File: config.mk
export PLATFORM = sky130hd
export DESIGN_NAME = url_percent_decoder
export DESIGN_NICKNAME = d
export VERILOG_FILES = /design/src/rtl/upd_pkg.sv /design/src/rtl/url_percent_decoder.sv /design/src/rtl/upd_front.sv /design/src/rtl/upd_queue.sv /design/src/rtl/upd_back.sv
export SDC_FILE = /design/constraint.sdc
export NUM_CORES = 1
export LEC_CHECK = 0
export ABC_CLOCK_PERIOD_IN_PS = 11200
export BUFFER_PORTS_ARGS = -buffer_cell sky130_fd_sc_hd__buf_2
export CAP_MARGIN = 20
export CORE_MARGIN = 1
export CORE_UTILIZATION = 35
export CTS_CLUSTER_DIAMETER = 50
export DETAILED_ROUTE_END_ITERATION = 10
export HOLD_SLACK_MARGIN = 0.08
export SLEW_MARGIN = 20
export SYNTH_ARGS = -nofsm -noshare
export SYNTH_HDL_FRONTEND = slang
export SYNTH_SLANG_ARGS = --single-unit
File: constraint.sdc
create_clock -name clk -period 11.2 [get_ports clk]
set_input_delay 1.12 -clock clk [delete_from_list [all_inputs] [get_ports clk]]
set_output_delay 1.12 -clock clk [all_outputs]
set_load 0.03 [all_outputs]
File: src/rtl/upd_pkg.sv
// ----------------------------------------------------------------------------
// upd_pkg: shared types, constants and helpers of the URL percent decoder
// Character codes, the group type that links the front and back parts, and
// the hex digit helpers.
// ----------------------------------------------------------------------------
package upd_pkg;

  // Character codes
  localparam logic [7:0] CH_PERCENT = 8'h25;
  localparam logic [7:0] CH_PLUS    = 8'h2B;
  localparam logic [7:0] CH_SPACE   = 8'h20;
  localparam logic [7:0] CASE_MASK  = 8'hDF;

  // Group queue geometry
  localparam int QDEPTH = 4;
  localparam int QPTR_W = $clog2(QDEPTH);

  // Up to three output bytes caused by one input request
  typedef struct packed {
    logic [2:0][7:0] bytes;  // bytes[0] leaves first
    logic [1:0]      cnt;    // number of bytes, 1 to 3
    logic            last;   // group closes the buffer
    logic            chg;    // buffer saw a decode (valid when last)
  } upd_grp_t;

  // Queue status seen by both sides
  typedef struct packed {
    logic empty;
    logic full;
  } upd_qstat_t;

  function automatic logic is_hex(input logic [7:0] c);
    is_hex = (c >= 8'h30 && c <= 8'h39) || (c >= 8'h41 && c <= 8'h46) ||
             (c >= 8'h61 && c <= 8'h66);
  endfunction

  // Value of a hex digit, either case
  function automatic logic [3:0] hex_val(input logic [7:0] c);
    logic [7:0] u;
    u = (c & CASE_MASK) - 8'h37;
    if (c >= 8'h41) hex_val = u[3:0];
    else            hex_val = c[3:0];
  endfunction

endpackage

File: src/rtl/url_percent_decoder.sv
// ----------------------------------------------------------------------------
// url_percent_decoder: streaming URL percent decoder
// Decodes %HH escapes and '+' per buffer, passes broken escapes literally and
// flags on the final byte whether anything was decoded.
// ----------------------------------------------------------------------------
//  channel | handshake         | payload
//  --------+-------------------+------------------------------------------
//  input   | push / full       | in_byte[7:0], in_last
//  result  | empty / pop       | out_byte[7:0], out_last, out_any_change
//
//  One input request is taken per cycle while the group queue has room.
//  A request yields zero to three output bytes; the back part hands out one
//  byte per cycle, so the byte rate of the result side sets the throughput.
//  Requests that yield no byte (pending escape) take no slot.
//  Synchronous active-low reset empties the queue and clears escape state.
//  full rises after four groups wait in the queue.
// ----------------------------------------------------------------------------
module url_percent_decoder (
  input  logic       clk,
  input  logic       rst_n,
  input  logic       push,
  output logic       full,
  input  logic [7:0] in_byte,
  input  logic       in_last,
  output logic       empty,
  input  logic       pop,
  output logic [7:0] out_byte,
  output logic       out_last,
  output logic       out_any_change
);
  import upd_pkg::*;

  logic       acc;
  logic       grp_vld;
  upd_grp_t   grp;
  upd_grp_t   head;
  upd_qstat_t stat;
  logic       deq;

  assign acc  = push && !stat.full;
  assign full = stat.full;

  // Front: escape tracking
  upd_front u_front (
    .clk     (clk),
    .rst_n   (rst_n),
    .acc     (acc),
    .in_byte (in_byte),
    .in_last (in_last),
    .grp_vld (grp_vld),
    .grp     (grp)
  );

  // Group queue
  upd_queue u_queue (
    .clk    (clk),
    .rst_n  (rst_n),
    .wr     (grp_vld),
    .wr_grp (grp),
    .rd     (deq),
    .head   (head),
    .stat   (stat)
  );

  // Back: byte sequencer
  upd_back u_back (
    .clk            (clk),
    .rst_n          (rst_n),
    .head           (head),
    .stat           (stat),
    .pop            (pop),
    .empty          (empty),
    .out_byte       (out_byte),
    .out_last       (out_last),
    .out_any_change (out_any_change),
    .deq            (deq)
  );

endmodule

File: src/rtl/upd_front.sv
// ----------------------------------------------------------------------------
// upd_front: escape tracking and grouping
// Runs the escape state per input request and builds the group of output
// bytes it causes; empty groups are dropped here.
// ----------------------------------------------------------------------------
module upd_front (
  input  logic              clk,
  input  logic              rst_n,
  input  logic              acc,
  input  logic [7:0]        in_byte,
  input  logic              in_last,
  output logic              grp_vld,
  output upd_pkg::upd_grp_t grp
);
  import upd_pkg::*;

  localparam logic [1:0] PH_IDLE  = 2'd0;
  localparam logic [1:0] PH_PCT   = 2'd1;
  localparam logic [1:0] PH_DIGIT = 2'd2;

  logic [1:0] phase_r, phase_nxt;
  logic [7:0] held_r, held_nxt;
  logic       changed_r, changed_nxt;

  logic [2:0][7:0] bytes;
  logic [1:0]      n;
  logic            chg;
  logic            do_plain;
  logic            hex;

  // Next state and the bytes of this request
  always_comb begin
    hex      = is_hex(in_byte);
    bytes    = '0;
    n        = 2'd0;
    chg      = 1'b0;
    do_plain = 1'b0;
    phase_nxt = PH_IDLE;
    held_nxt  = held_r;
    unique case (phase_r)
      PH_PCT: begin
        if (hex) begin
          phase_nxt = PH_DIGIT;
          held_nxt  = in_byte;
        end else begin
          bytes[0] = CH_PERCENT;
          n        = 2'd1;
          do_plain = 1'b1;
        end
      end
      PH_DIGIT: begin
        held_nxt = 8'h00;
        if (hex) begin
          bytes[0] = {hex_val(held_r), hex_val(in_byte)};
          n        = 2'd1;
          chg      = 1'b1;
        end else begin
          bytes[0] = CH_PERCENT;
          bytes[1] = held_r;
          n        = 2'd2;
          do_plain = 1'b1;
        end
      end
      PH_IDLE: do_plain = 1'b1;
      default: do_plain = 1'b1;
    endcase

    // Byte handled with no escape pending
    if (do_plain) begin
      if (in_byte == CH_PERCENT) begin
        phase_nxt = PH_PCT;
      end else if (in_byte == CH_PLUS) begin
        bytes[n] = CH_SPACE;
        n        = n + 2'd1;
        chg      = 1'b1;
      end else begin
        bytes[n] = in_byte;
        n        = n + 2'd1;
      end
    end

    // Buffer end: release a pending escape literally
    changed_nxt = changed_r | chg;
    if (in_last) begin
      if (phase_nxt == PH_PCT) begin
        bytes[n] = CH_PERCENT;
        n        = n + 2'd1;
      end else if (phase_nxt == PH_DIGIT) begin
        bytes[n]         = CH_PERCENT;
        bytes[n + 2'd1]  = held_nxt;
        n                = n + 2'd2;
      end
      phase_nxt   = PH_IDLE;
      held_nxt    = 8'h00;
    end
  end

  assign grp_vld   = acc && (n != 2'd0);
  assign grp.bytes = bytes;
  assign grp.cnt   = n;
  assign grp.last  = in_last;
  assign grp.chg   = in_last & changed_nxt;

  // State registers
  always_ff @(posedge clk) begin
    if (!rst_n) begin
      phase_r   <= PH_IDLE;
      held_r    <= 8'h00;
      changed_r <= 1'b0;
    end else if (acc) begin
      phase_r   <= phase_nxt;
      held_r    <= held_nxt;
      changed_r <= in_last ? 1'b0 : changed_nxt;
    end
  end

endmodule

File: src/rtl/upd_queue.sv
// ----------------------------------------------------------------------------
// upd_queue: group queue between front and back
// Small register queue of output groups; the head entry is read in place.
// ----------------------------------------------------------------------------
module upd_queue (
  input  logic               clk,
  input  logic               rst_n,
  input  logic               wr,
  input  upd_pkg::upd_grp_t  wr_grp,
  input  logic               rd,
  output upd_pkg::upd_grp_t  head,
  output upd_pkg::upd_qstat_t stat
);
  import upd_pkg::*;

  upd_grp_t          q_r [QDEPTH];
  logic [QPTR_W-1:0] wr_ptr_r, rd_ptr_r;
  logic [QPTR_W:0]   cnt_r;

  assign head       = q_r[rd_ptr_r];
  assign stat.empty = (cnt_r == '0);
  assign stat.full  = (cnt_r == (QPTR_W+1)'(QDEPTH));

  // Storage, no reset needed
  always_ff @(posedge clk) begin
    if (wr) q_r[wr_ptr_r] <= wr_grp;
  end

  // Pointers and fill count
  always_ff @(posedge clk) begin
    if (!rst_n) begin
      wr_ptr_r <= '0;
      rd_ptr_r <= '0;
      cnt_r    <= '0;
    end else begin
      if (wr) wr_ptr_r <= wr_ptr_r + QPTR_W'(1);
      if (rd) rd_ptr_r <= rd_ptr_r + QPTR_W'(1);
      case ({wr, rd})
        2'b10:   cnt_r <= cnt_r + (QPTR_W+1)'(1);
        2'b01:   cnt_r <= cnt_r - (QPTR_W+1)'(1);
        default: cnt_r <= cnt_r;
      endcase
    end
  end

endmodule

File: src/rtl/upd_back.sv
// ----------------------------------------------------------------------------
// upd_back: output sequencer
// Walks the bytes of the head group one per pop and retires the group
// after its final byte.
// ----------------------------------------------------------------------------
module upd_back (
  input  logic                clk,
  input  logic                rst_n,
  input  upd_pkg::upd_grp_t   head,
  input  upd_pkg::upd_qstat_t stat,
  input  logic                pop,
  output logic                empty,
  output logic [7:0]          out_byte,
  output logic                out_last,
  output logic                out_any_change,
  output logic                deq
);
  import upd_pkg::*;

  logic [1:0] idx_r;
  logic       at_end;
  logic       take;

  assign at_end         = (idx_r == head.cnt - 2'd1);
  assign empty          = stat.empty;
  assign take           = pop && !stat.empty;
  assign deq            = take && at_end;
  assign out_byte       = head.bytes[idx_r];
  assign out_last       = head.last && at_end;
  assign out_any_change = head.chg && at_end;

  // Byte index within the head group
  always_ff @(posedge clk) begin
    if (!rst_n) begin
      idx_r <= 2'd0;
    end else if (take) begin
      idx_r <= at_end ? 2'd0 : idx_r + 2'd1;
    end
  end

endmodule
==> summary.md <==
| Metric | Value |
|---|---|
| Result of the run | finished with violations |
| Violated checks | design-rule violations |
| EDFF count, synth | between 100 and 150 |
| Leading cell types by count after synthesis | edfxtp_1 (112), nand2_1 (36), mux4_2 (28), dfxtp_1 (22), inv_1 (22) |
| Count of antenna diodes in the layout | 0 |
| Mux share of post-synthesis cell area | between 10% and 20% |
| Drt first-iter violations | 274 |
| Critical-path cell with the highest stage delay | a221o_1 |
| Most utilized layer in the global route result | met2 |
| Tightest Pin Transition | between 700 and 800 ps |
| Clock insertion delay at the later pin of the skew report | 420 ps |
| Final wirelength | ~16 mm |
| Pin count of the biggest net entering global routing | 29 |
| Total nets after synthesis | approximately 510 |
| Cell area after technology mapping | 6590 sq um |
| Fraction of met2 tracks used by global routing | between 20 and 30% |
| Peak supply drop | 0.000113 V |
| Number of antenna violations at the first check in global routing | 0 |
| Fraction of met1 tracks used by global routing | 23.2% |
| Leak Pwr | 2.58 nW |
| Final number of max-transition violations | 0 |
| Final Util | just over 40% |
| CP dominant cell by count | inv_1 |
| Final hold vios | 0 |
| Starting Density | between 30% and 40% |
| Final critical delay including setup and external delays | between 6000 and 7000 ps |
| Number of input and output port buffers inserted | 24 |
| Clock tree from TritonCTS | yes |
| Number of nets in the layout | 535 |
| Post-synthesis share of cell area spent on and, or, nand and nor gates | ~8.4% |
| Largest area contributor in the synthesized netlist | edfxtp_1 |
| Row cnt | 49 |
| Flops & latches, synth | approximately 130 |
| Via density | ~5.6 |
| Mean instance size in the synthesized netlist | between 10 and 15 sq um |
| Proportion of layout cells with a drive suffix above 1 | a little under a fifth |
| Flop2flop setup slack | ~6400 ps |
| First-pass GRT wire length | between 20 and 25 mm |
| Number of maximum-capacitance violations | 0 |
| CTS root buf | clkbuf_16 |
| Critical path data required time | around 12000 ps |
| Number of antenna-violating nets in the routed design | 0 |
| Synth Area in XOR/XNOR | under 10% |
| Unrepaired setup endpoints after global routing | false |
| Layout overhead on the synthesized area | 13.6% |
| DP Wirelength | about 11 mm |
| Number of cells produced by synthesis | 477 |
| Area share of the largest cell type after synthesis | between 50% and 60% |
| Data arrival time of the critical path | between 6000 and 7000 ps |
| Number of hold-repair buffers added at the cts stage | 0 |
| Delay of the slowest critical-path stage | ~450 ps |
| Synth top area cells | edfxtp_1 (51%), mux4_2 (9.6%), dfxtp_1 (6.7%) |
| Sort of element at the end of the critical path | register |
| Post-place instance area | 6930 sq um |
| Achievable frequency | around 170 MHz |
| Number of remaining DRC errors | 2 |
| Top FF cell, synth | edfxtp_1 |
| Routability Congestion | between 0.9 and 1 |
| I/O pins | 25 |
| Via count of the first global-routing pass | around 4300 |
| Final setup skew | around 12 ps |
| Clock input transition at the sequential cells of the worst setup and hold paths | around 50 ps |
| Post-synthesis adder-cell area fraction | about 4.3% |
| Sum of negative setup slack | 0 ps |
| Power density cells | 183 nW/um^2 |
| Unique cell type count in the Yosys netlist | 61 |
| Count of yosys warnings during synthesis | 0 |
| Die span in x | around 140 um |
| Proportion of synthesized chip area in sequential cells | between 50% and 60% |
| First drt pass iteration count | 8 |
| Tightest slew margin relative to the limit | between 40% and 50% |
| Number of buffers created by CTS | 17 |
| Share of synthesized registers carrying an async set or reset | 0% |
| Maximum buffer depth of the clock tree | 2 |
| Overall die height | ~140 um |
| Post-CTS Setup Bufs | 0 |
| Area of the core region | between 15000 and 20000 sq um |
| Maximum fanout encountered on the critical timing path | 10 |
| CTS H-Tree Depth | 4 |
| Most repeated cell in the gate-level netlist after synthesis | edfxtp_1 |
| Clock Sinks | 134 |
| Part of the cycle the worst path needs | between 50% and 60% |
| Path type of the worst setup path | in -> reg |
| Fraction of met3 tracks used by global routing | under 10% |
| Total congestion overflow | 0 |
| Count of instances resized after the clock tree is built | 0 |
| Hold Crit Class | reg -> reg |
| Global router's overall resource usage | between 10% and 20% |
| Final instance area | approximately 7500 sq um |
| Routed wire per std cell | approximately 21 um |
| Die footprint | 19400 sq um |
| # setup viols final | 0 |
| Via count of the routed design | 4173 |
| Compound-Gate Fraction of Synth Area | 13.5% |
| Critical Path Start Type | primary input |
| Largest family of logic cells by synthesized area | compound AO/OA/AOI/OAI gates |
## power breakdown
group	internal, mW	switching [mW]
registers	0.577	0.0125
logic	0.104	0.158
clock network	0.334	0.188
total	1.01	0.358
## state kept, by name (all words and copies together), names as in the netlist, named ones only
register	count
u_queue.rd_ptr_r	2
u_front.changed_r	1
u_queue.cnt_r	3
u_queue.wr_ptr_r	2
u_back.idx_r	2
u_front.held_r	8
u_queue.q_r	112
u_front.phase_r	2
## kinds of logic (layout without fill, tap and decap cells)
| group | count (synthesis) | count (layout) |
|---|---|---|
| buffers and inverters | 49 | 84 |
| XOR/XNOR | 12 | 12 |
| AO/OA/AOI/OAI | 113 | 113 |
| adder cells (fa/ha/maj) | 22 | 22 |
| multiplexers | 40 | 40 |
| flip-flops | 134 | 134 |
| AND/OR/NAND/NOR | 107 | 107 |
## per-stage QoR
stage	hold WS, ps	setup slack [ps]	power, mW	instances
final	483	5170	1.37	741
after floorplan	454	5210	0.796	477
after detailed placement	479	4770	0.867	710
after global placement	466	4940	0.861	710
after global routing	513	4750	1.44	741
after CTS	486	5190	1.39	741
## worst paths after layout
| check | from | to | cells past startpoint |
|---|---|---|---|
| setup reg to reg | u_front.phase_r[1] | u_queue.cnt_r[2] | 21 |
| setup / recovery | in_byte[0] | u_queue.cnt_r[2] | 25 |
| hold reg to reg | u_back.idx_r[0] | u_back.idx_r[0] | 2 |
| hold / removal | u_back.idx_r[0] | u_back.idx_r[0] | 2 |
## area by class of cell
class                   instances  area [sq um]
clock buffers                  28           517
clock inverters                 3          43.8
fillers                      1673         10700
inverters                      23          86.3
multi-input cells             294          2590
flip-flops and latches        134          3800
well taps                     229           287
repair buffers                 30           165
## placed cells by master, fill, tap and decap left out, types with 12 or more instances in the layout
cell type  count
o2bb2ai_1     14
buf_2         24
a21boi_0      12
nor2_1        13
mux4_2        28
clkbuf_16     17
and2_1        12
dfxtp_1       21
nand2_1       36
inv_1         22
edfxtp_1     112
o21ai_0       19
ha_1          21
## worst max-delay path, delay by kind of cell
family,cells,cell delay (ps)
adders and majority gates,5,1360
buffers and inverters,6,660
and+or+nand+nor,6,1230
AOI/OAI and AO/OA,7,1870
xor gates and xnor gates,1,160
## routing by layer
layer	wire (um)	vias to the layer above
li1	-	1913
met1	7320	2108
met2	7590	139
met3	794	13
met4	143	0
met5	0	-
Power figures use the tool's default switching activity.
